**src/rtl/core/cira_pkg.sv**
```systemverilog
// cira_pkg: types and constants for the cpu idle ratio averager
// payload structs, state encoding, status codes and datapath widths
// no dependencies
package cira_pkg;

  localparam int CTR_W       = 32;   // counter width of one snapshot field
  localparam int CTR_N       = 8;    // counters per snapshot
  localparam int IDLE_SLOT   = 3;    // position of the idle counter
  localparam int TOT_W       = 35;   // sum of eight deltas never wraps
  localparam int A_W         = 41;   // 100*idle + total/2
  localparam int NUM_W       = 48;   // 100*(100*idle + total/2)
  localparam int Q_W         = 14;   // quotient bits, results stay below 2^14
  localparam int REM_W       = TOT_W;
  localparam int CNT_W       = 5;
  localparam int STAT_W      = 2;
  localparam int SAMPLE_MAX  = 10050;
  localparam int WINDOW_DEPTH_DEF = 30;

  localparam logic [Q_W-1:0]   FULL_SCALE = Q_W'(10000);
  localparam logic [CNT_W-1:0] SHIFT_LAST = CNT_W'(CTR_W - 1);
  localparam logic [CNT_W-1:0] DIV_LAST   = CNT_W'(Q_W - 1);

  localparam logic [STAT_W-1:0] STAT_PRIMED = 2'd0;
  localparam logic [STAT_W-1:0] STAT_SAMPLE = 2'd1;
  localparam logic [STAT_W-1:0] STAT_SKIP   = 2'd2;

  typedef struct packed {
    logic [CTR_W-1:0] user_count;
    logic [CTR_W-1:0] nice_count;
    logic [CTR_W-1:0] system_count;
    logic [CTR_W-1:0] idle_count;
    logic [CTR_W-1:0] iowait_count;
    logic [CTR_W-1:0] irq_count;
    logic [CTR_W-1:0] softirq_count;
    logic [CTR_W-1:0] steal_count;
  } in_item_t;

  typedef struct packed {
    logic [STAT_W-1:0] status;
    logic [Q_W-1:0]    idle_average;
    logic [Q_W-1:0]    latest_sample;
  } out_item_t;

  typedef enum logic [3:0] {
    ST_IDLE,
    ST_SHIFT,
    ST_CHECK,
    ST_MUL1,
    ST_MUL2,
    ST_SDIV,
    ST_UPDATE,
    ST_ADIV,
    ST_SAT,
    ST_DONE
  } state_t;

endpackage

```
**src/rtl/core/cpu_idle_ratio_averager.sv**
```systemverilog
// cpu_idle_ratio_averager: moving average of the cpu idle share from counter snapshots
// bit-serial delta engine, radix-2 divider shared by sample and average
// depends on cira_pkg
//
//   channel | signals                    | direction | transfer when
//   --------+----------------------------+-----------+-----------------------
//   in      | in_valid in_ready in_data  | input     | in_valid & in_ready
//   out     | out_valid out_ready out_data| output   | out_valid & out_ready
//   cfg     | cfg_valid cfg_ready cfg_data| input    | cfg_valid & cfg_ready
//
// after the input transfer the bit-serial delta subtractors work through every bit of the
// counters; a snapshot that primes the baselines or has a zero total then goes straight to
// the result, and a sample first takes two passes of the one-bit-per-cycle divider (sample,
// then average); with a free output the next snapshot can transfer in the cycle after the
// result is loaded
// in_ready is high only while idle; a result waiting in the output register
// does not block the next snapshot, only the final load of the next result
// rst_n is synchronous and active low; cfg is always ready
module cpu_idle_ratio_averager
  import cira_pkg::*;
#(
  parameter int WINDOW_DEPTH = WINDOW_DEPTH_DEF
) (
  input  logic      clk,
  input  logic      rst_n,
  input  logic      in_valid,
  output logic      in_ready,
  input  in_item_t  in_data,
  output logic      out_valid,
  input  logic      out_ready,
  output out_item_t out_data,
  input  logic      cfg_valid,
  output logic      cfg_ready,
  input  logic      cfg_data
);

  // width of the fill index (must hold the depth itself) and the running sum
  localparam int IDX_W = $clog2(WINDOW_DEPTH + 1);
  localparam int SUM_W = $clog2(WINDOW_DEPTH * SAMPLE_MAX + 1);
  localparam logic [IDX_W-1:0] DEPTH_IDX = IDX_W'(WINDOW_DEPTH);

  state_t state_r, state_nxt;
  logic [CNT_W-1:0] cnt_r;

  // snapshot and baseline shift registers, lsb first
  logic [CTR_W-1:0] snap_r [CTR_N];
  logic [CTR_W-1:0] base_r [CTR_N];
  logic [CTR_N-1:0] borrow_r;
  logic [CTR_N-1:0] borrow_nxt;
  logic [CTR_N-1:0] dbit;

  // serial column adder for the total
  logic [CTR_W-1:0]   tot_r;
  logic [2:0]         carry_r;
  logic [3:0]         col_sum;
  logic [CTR_W-1:0]   idle_r;
  logic [TOT_W-1:0]   total_w;

  logic [A_W-1:0]     a_r;
  logic [NUM_W-1:0]   num_w;

  // divider
  logic [REM_W-1:0]   rem_r;
  logic [Q_W-1:0]     lo_r;
  logic [TOT_W-1:0]   den_r;
  logic [REM_W:0]     trial;
  logic               ge;

  logic               primed_r;
  logic [IDX_W-1:0]   idx_r;
  logic [SUM_W-1:0]   sum_r;
  logic [SUM_W-1:0]   sum_nxt;
  logic [Q_W-1:0]     avg_r;
  logic [Q_W-1:0]     sample_r;
  logic [STAT_W-1:0]  status_r;
  logic               enable_r;

  logic               out_valid_r;
  out_item_t          out_r;
  logic               out_load;

  assign cfg_ready = 1'b1;
  assign out_valid = out_valid_r;
  assign out_data  = out_r;

  // one bit of each delta per cycle, with its own borrow
  always_comb begin
    for (int k = 0; k < CTR_N; k++) begin
      dbit[k]       = snap_r[k][0] ^ base_r[k][0] ^ borrow_r[k];
      borrow_nxt[k] = (~snap_r[k][0] & base_r[k][0]) |
                      (~(snap_r[k][0] ^ base_r[k][0]) & borrow_r[k]);
    end
  end

  // column of eight delta bits plus the carry from the previous column
  always_comb begin
    col_sum = {1'b0, carry_r};
    for (int k = 0; k < CTR_N; k++) begin
      col_sum = col_sum + {3'b000, dbit[k]};
    end
  end

  assign total_w = {carry_r, tot_r};

  // times 100 as three shifted terms
  assign num_w = (NUM_W'(a_r) << 6) + (NUM_W'(a_r) << 5) + (NUM_W'(a_r) << 2);

  // restoring divide step: quotient bits enter lo_r from the bottom
  assign trial = {rem_r, lo_r[Q_W-1]};
  assign ge    = (trial >= {1'b0, den_r});

  // slot 0 restarts the window, otherwise the new sample adds to the window sum
  assign sum_nxt = ((idx_r == '0) ? '0 : sum_r) + SUM_W'(lo_r);

  // next state
  always_comb begin
    state_nxt = state_r;
    unique case (state_r)
      ST_IDLE: begin
        if (in_valid) begin
          state_nxt = ST_SHIFT;
        end
      end
      ST_SHIFT: begin
        if (cnt_r == SHIFT_LAST) begin
          state_nxt = ST_CHECK;
        end
      end
      ST_CHECK: begin
        if (!primed_r || total_w == '0) begin
          state_nxt = ST_DONE;
        end else begin
          state_nxt = ST_MUL1;
        end
      end
      ST_MUL1: state_nxt = ST_MUL2;
      ST_MUL2: state_nxt = ST_SDIV;
      ST_SDIV: begin
        if (cnt_r == DIV_LAST) begin
          state_nxt = ST_UPDATE;
        end
      end
      ST_UPDATE: state_nxt = ST_ADIV;
      ST_ADIV: begin
        if (cnt_r == DIV_LAST) begin
          state_nxt = ST_SAT;
        end
      end
      ST_SAT: state_nxt = ST_DONE;
      ST_DONE: begin
        if (!out_valid_r || out_ready) begin
          state_nxt = ST_IDLE;
        end
      end
      default: state_nxt = ST_IDLE;
    endcase
  end

  // handshake outputs of the controller
  always_comb begin
    in_ready = 1'b0;
    out_load = 1'b0;
    unique case (state_r)
      ST_IDLE: in_ready = 1'b1;
      ST_DONE: out_load = !out_valid_r || out_ready;
      default: begin
        in_ready = 1'b0;
        out_load = 1'b0;
      end
    endcase
  end

  always_ff @(posedge clk) begin
    if (!rst_n) begin
      state_r <= ST_IDLE;
    end else begin
      state_r <= state_nxt;
    end
  end

  // configuration register
  always_ff @(posedge clk) begin
    if (!rst_n) begin
      enable_r <= 1'b1;
    end else if (cfg_valid && cfg_ready) begin
      enable_r <= cfg_data;
    end
  end

  // baselines: snapshot bits slide in from the top as old bits leave
  always_ff @(posedge clk) begin
    if (!rst_n) begin
      for (int k = 0; k < CTR_N; k++) begin
        base_r[k] <= '0;
      end
    end else if (state_r == ST_SHIFT) begin
      for (int k = 0; k < CTR_N; k++) begin
        base_r[k] <= {snap_r[k][0], base_r[k][CTR_W-1:1]};
      end
    end
  end

  // snapshot capture and delta shifting
  always_ff @(posedge clk) begin
    if (in_valid && in_ready) begin
      snap_r[0] <= in_data.user_count;
      snap_r[1] <= in_data.nice_count;
      snap_r[2] <= in_data.system_count;
      snap_r[3] <= in_data.idle_count;
      snap_r[4] <= in_data.iowait_count;
      snap_r[5] <= in_data.irq_count;
      snap_r[6] <= in_data.softirq_count;
      snap_r[7] <= in_data.steal_count;
      borrow_r  <= '0;
      carry_r   <= '0;
    end else if (state_r == ST_SHIFT) begin
      for (int k = 0; k < CTR_N; k++) begin
        snap_r[k] <= snap_r[k] >> 1;
      end
      borrow_r <= borrow_nxt;
      carry_r  <= col_sum[3:1];
      tot_r    <= {col_sum[0], tot_r[CTR_W-1:1]};
      idle_r   <= {dbit[IDLE_SLOT], idle_r[CTR_W-1:1]};
    end
  end

  // step counter for the shift and divide phases
  always_ff @(posedge clk) begin
    if (!rst_n) begin
      cnt_r <= '0;
    end else if (state_r == ST_SHIFT || state_r == ST_SDIV || state_r == ST_ADIV) begin
      cnt_r <= (cnt_r == SHIFT_LAST || (cnt_r == DIV_LAST && state_r != ST_SHIFT)) ?
               '0 : cnt_r + 1'b1;
    end else begin
      cnt_r <= '0;
    end
  end

  // arithmetic datapath
  always_ff @(posedge clk) begin
    case (state_r)
      ST_CHECK: begin
        sample_r <= '0;
        if (!primed_r) begin
          status_r <= STAT_PRIMED;
        end else begin
          status_r <= (total_w == '0) ? STAT_SKIP : STAT_SAMPLE;
        end
      end
      ST_MUL1: begin
        a_r <= (A_W'(idle_r) << 6) + (A_W'(idle_r) << 5) + (A_W'(idle_r) << 2) +
               A_W'(total_w[TOT_W-1:1]);
      end
      ST_MUL2: begin
        rem_r <= REM_W'(num_w[NUM_W-1:Q_W]);
        lo_r  <= num_w[Q_W-1:0];
        den_r <= total_w;
      end
      ST_SDIV, ST_ADIV: begin
        rem_r <= ge ? REM_W'(trial - {1'b0, den_r}) : REM_W'(trial);
        lo_r  <= {lo_r[Q_W-2:0], ge};
      end
      ST_UPDATE: begin
        sample_r <= lo_r;
        rem_r    <= REM_W'(sum_nxt >> Q_W);
        lo_r     <= sum_nxt[Q_W-1:0];
        den_r    <= TOT_W'(idx_r + 1'b1);
      end
      default: begin
      end
    endcase
  end

  // window state: primed flag, fill index, running sum, stored average
  always_ff @(posedge clk) begin
    if (!rst_n) begin
      primed_r <= 1'b0;
      idx_r    <= IDX_W'(1);
      sum_r    <= SUM_W'(FULL_SCALE);
      avg_r    <= '0;
    end else begin
      case (state_r)
        ST_CHECK: begin
          primed_r <= 1'b1;
          // index restart happens on a primed snapshot once the index has reached the depth, before the zero test
          if (primed_r && idx_r >= DEPTH_IDX) begin
            idx_r <= '0;
          end
        end
        ST_UPDATE: begin
          sum_r <= sum_nxt;
          idx_r <= idx_r + 1'b1;
        end
        ST_SAT: begin
          avg_r <= (lo_r > FULL_SCALE) ? FULL_SCALE : lo_r;
        end
        default: begin
        end
      endcase
    end
  end

  // output register, frees the controller as soon as the result is loaded
  always_ff @(posedge clk) begin
    if (!rst_n) begin
      out_valid_r <= 1'b0;
    end else if (out_load) begin
      out_valid_r <= 1'b1;
    end else if (out_ready) begin
      out_valid_r <= 1'b0;
    end
  end

  always_ff @(posedge clk) begin
    if (out_load) begin
      out_r.status        <= status_r;
      out_r.idle_average  <= enable_r ? avg_r : FULL_SCALE;
      out_r.latest_sample <= sample_r;
    end
  end

`ifndef ASSERT_OFF
  a_accept_starts_shift: assert property (@(posedge clk) disable iff (!rst_n)
    (in_valid && in_ready) |=> (state_r == ST_SHIFT))
    else $error("snapshot transfer did not start the shift phase");

  a_rem_below_den: assert property (@(posedge clk) disable iff (!rst_n)
    (state_r == ST_SDIV || state_r == ST_ADIV) |-> (rem_r < den_r))
    else $error("divider remainder not below divisor");

  a_idx_range: assert property (@(posedge clk) disable iff (!rst_n)
    idx_r <= DEPTH_IDX)
    else $error("fill index beyond window depth");

  a_load_from_done: assert property (@(posedge clk) disable iff (!rst_n)
    $rose(out_valid_r) |-> $past(state_r == ST_DONE))
    else $error("result offered outside the done state");

  a_avg_clamped: assert property (@(posedge clk) disable iff (!rst_n)
    avg_r <= FULL_SCALE)
    else $error("stored average above full scale");
`endif

endmodule

```
**config.mk**
```make
export PLATFORM = sky130hd
export DESIGN_NAME = cpu_idle_ratio_averager
export DESIGN_NICKNAME = d
export VERILOG_FILES = /design/src/rtl/core/cira_pkg.sv /design/src/rtl/core/cpu_idle_ratio_averager.sv
export SDC_FILE = /design/constraint.sdc
export NUM_CORES = 1
export LEC_CHECK = 0
export ABC_CLOCK_PERIOD_IN_PS = 7450
export BUFFER_PORTS_ARGS = -buffer_cell sky130_fd_sc_hd__buf_4
export CAP_MARGIN = 20
export CELL_PAD_IN_SITES_DETAIL_PLACEMENT = 1
export CELL_PAD_IN_SITES_GLOBAL_PLACEMENT = 2
export CORE_ASPECT_RATIO = 0.6
export CORE_UTILIZATION = 38
export DETAILED_ROUTE_END_ITERATION = 10
export GPL_TIMING_DRIVEN = 1
export PLACE_DENSITY = 0.89
export SETUP_SLACK_MARGIN = 0.02
export SLEW_MARGIN = 20
export SYNTH_ARGS = -nofsm -noshare
export SYNTH_HDL_FRONTEND = slang
export SYNTH_SLANG_ARGS = --single-unit
```
**constraint.sdc**
```tcl
create_clock -name clk -period 7.45 [get_ports clk]
set_input_delay 0.745 -clock clk [delete_from_list [all_inputs] [get_ports clk]]
set_output_delay 0.745 -clock clk [all_outputs]
set_load 0.01 [all_outputs]
```
; ---- Word level (Yosys, flattened, before mapping)
; Memories as Yosys holds them, arrays and structs flattened.
; Cells that the tools add are included.
[op_classes]
add_sub_neg = 18
n_lt_le_gt_ge = 3
n_eq_ne = 18
n_mux = 45
bitwise_logic = 75
n_reduce_logical = 22
[op_table]
columns = op, n
row1 = 32-bit two-way mux, 16
row2 = 35-bit one-hot mux with 3 select lines, 1
row3 = 35-bit one-hot mux with 2 select lines, 1
row4 = 47-bit by 46-bit adder with 48-bit output, 1
row5 = 48-bit by 43-bit adder with 48-bit output, 1
row6 = 14-bit one-hot mux with 3 select lines, 1
row7 = 40-bit by 34-bit adder with 41-bit output, 1
row8 = 39-bit by 34-bit adder with 40-bit output, 1
row9 = 4-bit one-hot mux with 10 select lines, 1
row10 = 38-bit by 37-bit adder with 39-bit output, 1
row11 = 36-bit by 35-bit greater-or-equal comparator with 1-bit output, 1
row12 = 35-bit zero test, 1
row13 = 35-bit two-way mux, 1
row14 = 35-bit subtractor, 1
row15 = 4-bit by 1-bit adder with 4-bit output, 7
row16 = 14-bit one-hot mux with 2 select lines, 1
row17 = 4-bit two-way mux, 6
row18 = 1-bit OR, 24
row19 = 19-bit by 14-bit adder with 19-bit output, 1
row20 = 19-bit two-way mux, 1
row21 = 1-bit inverter, 19
row22 = 1-bit bitwise AND, 16
row23 = "4-bit by 3-bit == test with 1-bit output, second input constant", 4
row24 = 1-bit XOR, 16
row25 = 28 further kinds, 57
[word_totals]
reg_bits = 296
ram_bits = 512
in_bits = 262
output_inout_bits = 33
elab_cells = 204
mem_count = 2
[mem_list]
columns = memory, words, word_bits, rd, rd_ports_with_merged_regs, wr, line_no
row1 = base_r, 8, 32, 8, 0, 8, cpu_idle_ratio_averager.sv:47  ; logic [CTR_W-1:0] base_r [CTR_N];
row2 = snap_r, 8, 32, 8, 0, 8, cpu_idle_ratio_averager.sv:46  ; logic [CTR_W-1:0] snap_r [CTR_N];

; ---- Depth between registers and ports, before layout
; Gate-level depths: netlist (run 1).
; An unclocked memory read counts as a cell.
[logic_depth]
word_depth = 11
ltp_mapped = 17
mapped_depth_nobuf = 15

; ---- Least setup slack after synthesis (run 1)
; Ideal clock, no wire load.
[synth_timing]
path_kind = input to register
startpoint = in rst_n
endpoint = mem base_r[0][0] (enable)
setup_time_ns = 1.950
t_arrival_ns = 5.695
required_time_ns = 5.500
setup_slack_ns = -0.195
path_stages = 4
path_buffers = 3
cell_sequence = clkbuf_1 > clkbuf_1 > clkbuf_1 > nand2_1
[synth_rtl]
columns = element, line_no
row1 = from (decl), cpu_idle_ratio_averager.sv:25  ; input logic rst_n,
row2 = to (decl), cpu_idle_ratio_averager.sv:47

; ---- Final worst setup path (run 1)
[layout_timing]
startpoint = reg idle_r[1]
endpoint = reg a_r[37], data pin
[layout_between]
elab_chain_cells = 3
[layout_lines]
columns = element, line_no
row1 = from (decl), cpu_idle_ratio_averager.sv:56  ; logic [CTR_W-1:0] idle_r;
row2 = from (signal assigned), cpu_idle_ratio_averager.sv:223  ; idle_r <= {dbit[IDLE_SLOT], idle_r[CTR_W-1:1]};
row3 = 38-bit by 37-bit adder with 39-bit output, cpu_idle_ratio_averager.sv:251  ; a_r <= (A_W'(idle_r) << 6) + (A_W'(idle_r) << 5) + (A_W'(idle_r) << 2) +
row4 = 39-bit by 34-bit adder with 40-bit output (*), cpu_idle_ratio_averager.sv:251
row5 = 40-bit by 34-bit adder with 41-bit output (*), cpu_idle_ratio_averager.sv:251
row6 = to (signal assigned), cpu_idle_ratio_averager.sv:251
row7 = to (decl), cpu_idle_ratio_averager.sv:59  ; logic [A_W-1:0] a_r;
; Mark *: on every way between the ends. The rest lies on a longest branch, timed or not.
; A chain may end at the register's enable or synchronous reset.

==> flow_summary.yaml, run 1 <==
status:
  outcome: "finished clean"
timing:
  hold_vio_cnt_final: 0
  maxClockFrequency_mhz: 217
  worst_hold_slack_ns: 0.328
  final.period_utilization: 0.617
  setup-tns-final_ns: 0
  worst_pin_slew_ns: 1.08
  timing.final.setup_violations: 0
  unrepaired_setup_endpoints_after_global_routing: "no"
  relSlewSlack: 0.280
  finalMaxSlewViolations: 0
  worst_slack_ns: 2.85
  worst_clk_skew_ns: 0.0288
  period_minus_slack_ns: 4.60
placed_design:
  dp_hpwl_um: 77400
  port-buffer-count: 293
  gpl.final_weighted_congestion: 0.881
  placement.cell_area_um2: 44500
  dp_slack_ns: 2.93
critical_path:
  setup.worst_path.start: "idle_r[1]$_DFFE_PP_"
  cp-start-kind: "flop"
  worst-path-max-fanout: 7
  regToRegStartpoint: "idle_r[1]$_DFFE_PP_"
  critical_path_arrival_ns: 5.03
  worst_setup_path_category: "reg2reg"
  worst-endpoint-required_ns: 7.88
  end_kind: "flop"
detailed_routing:
  drt-pass1-iter-count: 5
  antenna_left: 0
  total_wire_length_after_detailed_routing_um: 110000
  total_number_of_vias: 27600
  post_drt_via_cell_ratio: 5.42
  drcViolationCount: 0
  initialDrtViolationCount: 2429
  route.detailed.wl_per_inst_um: 21.6
cts:
  cts_root_buf: "clkbuf_16"
  tritoncts.num_buffers: 78
  ctsHoldBuffers: 0
  cts_tree: "yes"
  h-tree-depth: 3
  clockBufferDepth: 3
  cts_repair_resize_count: 0
  clock_sink_count: 807
  clk_latency_ns: 0.68
  postCtsSetupBuffers: 0
  clk_pin_slew_ns: 0.07
synth:
  synth-edff-count: 741
  synth_warnings: 0
  syn_area_per_cell_um2: 12.0
  postSynthCellCount: 3404
  synthesis.nets: 3928
  ys_types: 98
  synth_top_flop_cell: "edfxtp_1"
  async_flop_share: 0
  seq_area_frac_synth: 0.576
  syn-cell-area_um2: 40900
  synth-seq-cells: 807
floorplanning:
  fp.dieW_um: 426
  initial_core_util: 0.387
  std_cell_rows: 92
  floorplan.core_area_um2: 106000
  pin_count: 295
  die_extent_in_y_um: 256
  die-area_um2: 109000
final_layout:
  area_growth_syn_to_layout_pct: 15.1
  final_common_cell: "edfxtp_1"
  most_used_cells_in_the_layout_excluding_fill_and_tap_cells: "741 x edfxtp_1, 416 x nand2_1, 313 x buf_4"
  drive_gt1_frac: 0.132
  nets: 4144
  final_area_um2: 47100
global_routing:
  via_count_of_the_first_global_routing_pass: 28100
  grt_antenna_before_repair: 7
  grt_use_total: 0.202
  maximum_number_of_pins_on_one_net_before_global_route_repair: 220
  globalRoute.totalOverflow: 0
  grt_pass1_wl_um: 171000
power_and_ir_drop:
  p_leak_nw: 19.7
  vdd_ir_drop_max_uv: 280
  power.density_nw_per_um2: 420
min_path:
  worstHoldStart: "in_data[56]"
  min_path_type: "in2reg"
flow_run:
  reported_max_cap_violation_count: 0
==> layout make-up <==
type	instances	area [µm²]
clock inverters	52	567
inverters	223	845
well taps	1410	1760
fillers	11200	58700
flip-flops and latches	807	23600
clock buffers	91	2040
diodes	3	7.51
repair buffers	317	2420
multi-input cells	2193	15900
==> worst paths after layout <==
check / slack (ns) / depth (start not counted) / to
max: 2.85 / 14 / a_r[37]$_DFFE_PP_
min: 0.33 / 3 / snap_r[0][216]$_DFFE_PP_
max reg2reg: 2.85 / 14 / a_r[37]$_DFFE_PP_
min reg2reg: 0.41 / 0 / out_data[7]$_DFFE_PP_
==> cell usage after synthesis (51+ instances only) <==
cell type  instances  share of area
a21oi_1          131          0.016
and2_1            82          0.013
xnor2_1           71          0.015
ha_1             152          0.046
nor2_1           151          0.014
nor2b_1           51         0.0078
clkbuf_1         163          0.015
nand2_1          421          0.039
dfxtp_1           66          0.032
fa_1             110          0.054
o21ai_0           72         0.0088
inv_1            221          0.020
a22o_1           156          0.033
and3_1           227          0.035
a21o_1            73          0.013
edfxtp_1         741           0.54
==> flip-flops by register name (all words and copies together) (netlist names) <==
register	count
a_r	40
avg_r	14
base_r	256
borrow_r	8
carry_r	3
cnt_r	5
den_r	35
enable_r	1
idle_r	32
idx_r	5
lo_r	14
out_data	30
out_valid	1
primed_r	1
rem_r	35
sample_r	14
snap_r	256
state_r	4
status_r	2
sum_r	19
tot_r	32
==> kinds of logic (layout without fill, tap and decap cells) <==
family / count (synthesis) / after routing / share of synthesized area
AO/OA/AOI/OAI: 697 / 697 / 0.124
other: 1 / 4 / 0.0000917
AND/OR/NAND/NOR: 1099 / 1099 / 0.132
buffers and inverters: 404 / 683 / 0.0377
adder cells (fa/ha/maj): 262 / 262 / 0.100
multiplexers: 25 / 25 / 0.00615
XOR/XNOR: 109 / 109 / 0.0233
flip-flops: 807 / 807 / 0.576
==> power breakdown <==
| group | leakage (nW) | internal (mW) | switching, mW | total (mW) |
|---|---|---|---|---|
| Sequential | 7.91 | 7.06 | 0.544 | 7.61 |
| Clock | 1.26 | 2.30 | 1.85 | 4.15 |
| Combinational | 10.6 | 3.09 | 4.93 | 8.02 |
==> metrics by stage <==
step                       util  total power, mW  cells
after floorplan               -             13.5   3404
after global placement    0.420             15.2   4950
after detailed placement  0.420             15.6   4950
after CTS                 0.445             19.9   5093
after global routing      0.445             21.1   5093
final                     0.445             19.8   5096
==> layer usage <==
metal	vias up	wire length, µm	GRT usage
li1	12800	-	-
met1	13900	55000	0.315
met2	750	44700	0.273
met3	145	8330	0.0553
met4	12	2080	0.0465
met5	-	84	0
==> worst max-delay path: stages, from the launching register on <==
cell and delay [ns]:
edfxtp_1 0.42, inv_1 0.16, fa_1 0.46, fa_1 0.53
inv_1 0.05, ha_1 0.36, a21o_1 0.20, a311oi_1 0.43
nor2_1 0.17, o211ai_1 0.31, a21oi_1 0.17, a21oi_2 0.37
o22ai_1 0.22, o2111a_1 0.29, a211o_1 0.22
Note: power is estimated with default switching activity, not from simulation.
==> inputs of run 2 (changes only) <==
Settings changed: ABC_AREA set to 1, ABC_CLOCK_PERIOD_IN_PS 7450 to 4800, CORE_UTILIZATION 38 to 39, PLACE_DENSITY 0.89 to 0.92.
Clock period 7.45 ns to 4.8 ns, I/O delays scaled along.
==> run 2 against run 1 <==
Net effect:
- combinational power rose to 2.7 times the previous value
- non-clock buffer count is 11 higher
- via count up 15%
- final area rose by 3.7%
- maximum frequency rose by 13%
- area after synthesis grew 3.7%
- clock power grew 53%
- final cell count increased by 21%
==> flow_summary.yaml, run 2 <==
global_routing:
  grt_use_total: 0.230
  grt_pass1_wl_um: 194000
  via_count_of_the_first_global_routing_pass: 32200
  globalRoute.totalOverflow: 0
  grt_antenna_before_repair: 5
  maximum_number_of_pins_on_one_net_before_global_route_repair: 218
synth:
  ys_types: 46
  netlist.top_cell.by_area: "edfxtp_1"
  synth-seq-cells: 807
  seq_area_frac_synth: 0.556
  postSynthCellCount: 4374
  async_flop_share: 0
  syn_area_per_cell_um2: 9.70
  synth_warnings: 0
  post-synth-top-count-cell: "nand2_1"
  synth_area_leaders: "edfxtp_1 52%, nand2_1 9.3%, inv_1 6.5%"
  syn-cell-area_um2: 42400
  post_synth_most_frequent_cells: "1046 x nand2_1, 741 x edfxtp_1, 730 x inv_1"
  synth_top_flop_cell: "edfxtp_1"
  synthesis.nets: 4898
  synth_top_area_frac: 0.525
  synth-edff-count: 741
floorplanning:
  die_extent_in_y_um: 257
  die-area_um2: 110000
  floorplan.core_area_um2: 108000
  pin_count: 295
  initial_core_util: 0.394
  fp.dieW_um: 428
  std_cell_rows: 93
cts:
  clk_pin_slew_ns: 0.06
  cts_tree: "yes"
  clockBufferDepth: 3
  postCtsSetupBuffers: 0
  cts_root_buf: "clkbuf_16"
  clock_sink_count: 807
  clk_latency_ns: 0.69
  h-tree-depth: 3
  tritoncts.num_buffers: 78
placed_design:
  dp_hpwl_um: 94100
  dpl.cell_count: 5995
  gpl.final_weighted_congestion: 0.941
  port-buffer-count: 293
timing:
  final.period_utilization: 0.848
  finalMaxSlewViolations: 0
  maxClockFrequency_mhz: 246
  hold_vio_cnt_final: 0
  setup-tns-final_ns: 0
  period_minus_slack_ns: 4.07
  worst_pin_slew_ns: 1.23
  timing.final.setup_violations: 0
  unrepaired_setup_endpoints_after_global_routing: "no"
  relSlewSlack: 0.178
  worst_clk_skew_ns: 0.0294
critical_path:
  worst_path_most_repeated_cell: "fa_1"
  worst-endpoint-required_ns: 5.39
  cp_slowest_stage_delay_ns: 0.61
  crit_chain: "fa_1 > fa_1 > inv_1 > fa_1 > inv_1 > fa_1 > fa_1 > fa_1 > o21ai_0 > a21oi_1"
  worst-path-max-fanout: 2
  end_kind: "flop"
  cp_slowest_cell: "fa_1"
  critical_path_arrival_ns: 4.67
  reg_to_reg_slack_setup_ns: 0.73
  cp-start-kind: "flop"
  worst_setup_path_category: "reg2reg"
final_layout:
  top_regs: "base_r (256), snap_r (256), a_r (40)"
  drive_gt1_frac: 0.103
  area_growth_syn_to_layout_pct: 15.2
  most_used_cells_in_the_layout_excluding_fill_and_tap_cells: "1042 x nand2_1, 741 x edfxtp_1, 728 x inv_1"
  nets: 5178
  final-instance-count-excl-fill: 6145
  final_common_cell: "nand2_1"
detailed_routing:
  total_number_of_vias: 31800
  initialDrtViolationCount: 2755
  total_wire_length_after_detailed_routing_um: 128000
  antenna_left: 0
  drcViolationCount: 0
  drt-pass1-iter-count: 6
  post_drt_via_cell_ratio: 5.17
  route.detailed.wl_per_inst_um: 20.8
power_and_ir_drop:
  vdd_ir_drop_max_uv: 947
  p_leak_nw: 21.6
  power.density_nw_per_um2: 846
status:
  outcome: "finished clean"
min_path:
  min_path_type: "in2reg"
flow_run:
  reported_max_cap_violation_count: 0
-- run 2: changes by cell type in the layout (fill, tap and decap cells not counted), moves of 43 or more --
cell / previous run / this run
nor2b_1: 51 / 0
o21ai_0: 72 / 144
nand3_1: 45 / 166
a21o_1: 73 / 14
xnor2_1: 71 / 28
and3_1: 227 / 0
nand2_1: 416 / 1042
inv_1: 221 / 728
nor2_1: 148 / 489
a21oi_1: 131 / 213
and2_1: 82 / 3
-- run 2: what timing repair did --
item	CTS	global route
gates resized for setup	0	0
hold buffers	2	0
endpoints found under the hold margin	1	0
-- run 2: path summary, 6_finish.rpt --
kind                             startpoint                        to  cells past startpoint
setup reg to reg    snap_r[0][96]$_DFFE_PP_   carry_r[0]$_SDFFE_PP0P_                     10
hold reg to reg   sample_r[7]$_SDFFCE_PN0P_     out_data[7]$_DFFE_PP_                      0
setup / recovery    snap_r[0][96]$_DFFE_PP_   carry_r[0]$_SDFFE_PP0P_                     10
hold / removal                  in_data[36]  snap_r[0][196]$_DFFE_PP_                      3
-- run 2: critical path: cells and delay by family (launching register included) --
kind	cells	cell delay, ns
adder cells (fa/ha/maj)	6	3.18
flip-flops	1	0.42
AO/OA/AOI/OAI	2	0.25
buffers and inverters	2	0.13
-- run 2: routing by layer --
layer / vias to the layer above / track usage / part of all wire
li1: 14900 / - / -
met1: 15700 / 0.343 / 0.47
met2: 971 / 0.331 / 0.43
met3: 154 / 0.0595 / 0.083
met4: 10 / 0.0569 / 0.021
met5: - / 0 / 0.00056
-- run 2: layout make-up --
class                      count  area (µm²)
fill                       12200       58700
inverter                     734        2760
antenna                        1        2.50
multi-input combinational   2705       15600
clock buffer                 106        2150
clock inverter                39         399
tap                         1425        1780
sequential                   807       23600
timing repair buffer         328        2600
-- run 2: where the power goes --
group / switching (mW) / internal (mW) / total (mW)
sequential: 1.07 / 12.0 / 13.1
clock: 2.91 / 3.46 / 6.37
combinational: 15.0 / 6.90 / 21.9
-- run 2: stage by stage --
stage                     hold slack, ns  utilization  cell area (µm²)  power [mW]  worst slack, ns
after floorplan                    0.400            -            42400        27.1           0.0963
final                             0.0682        0.454            48800        41.3            0.728
after CTS                         0.0234        0.454            48800        41.2            0.698
after detailed placement           0.406        0.430            46200        34.6            0.782
after global placement             0.406        0.430            46200        33.6            0.847
after global routing              0.0647        0.454            48800        44.0            0.590
-- run 2: cells by family (layout without fill, tap and decap cells) --
family	count (synthesis)	count (layout)	share of synthesized area
xor gates and xnor gates	48	48	0.00991
and+or+nand+nor	1809	1809	0.172
buffers and inverters	862	1207	0.0789
AOI/OAI and AO/OA	585	585	0.0867
other	1	2	0.0000884
adders and majority gates	262	262	0.0968
DFF	807	807	0.556
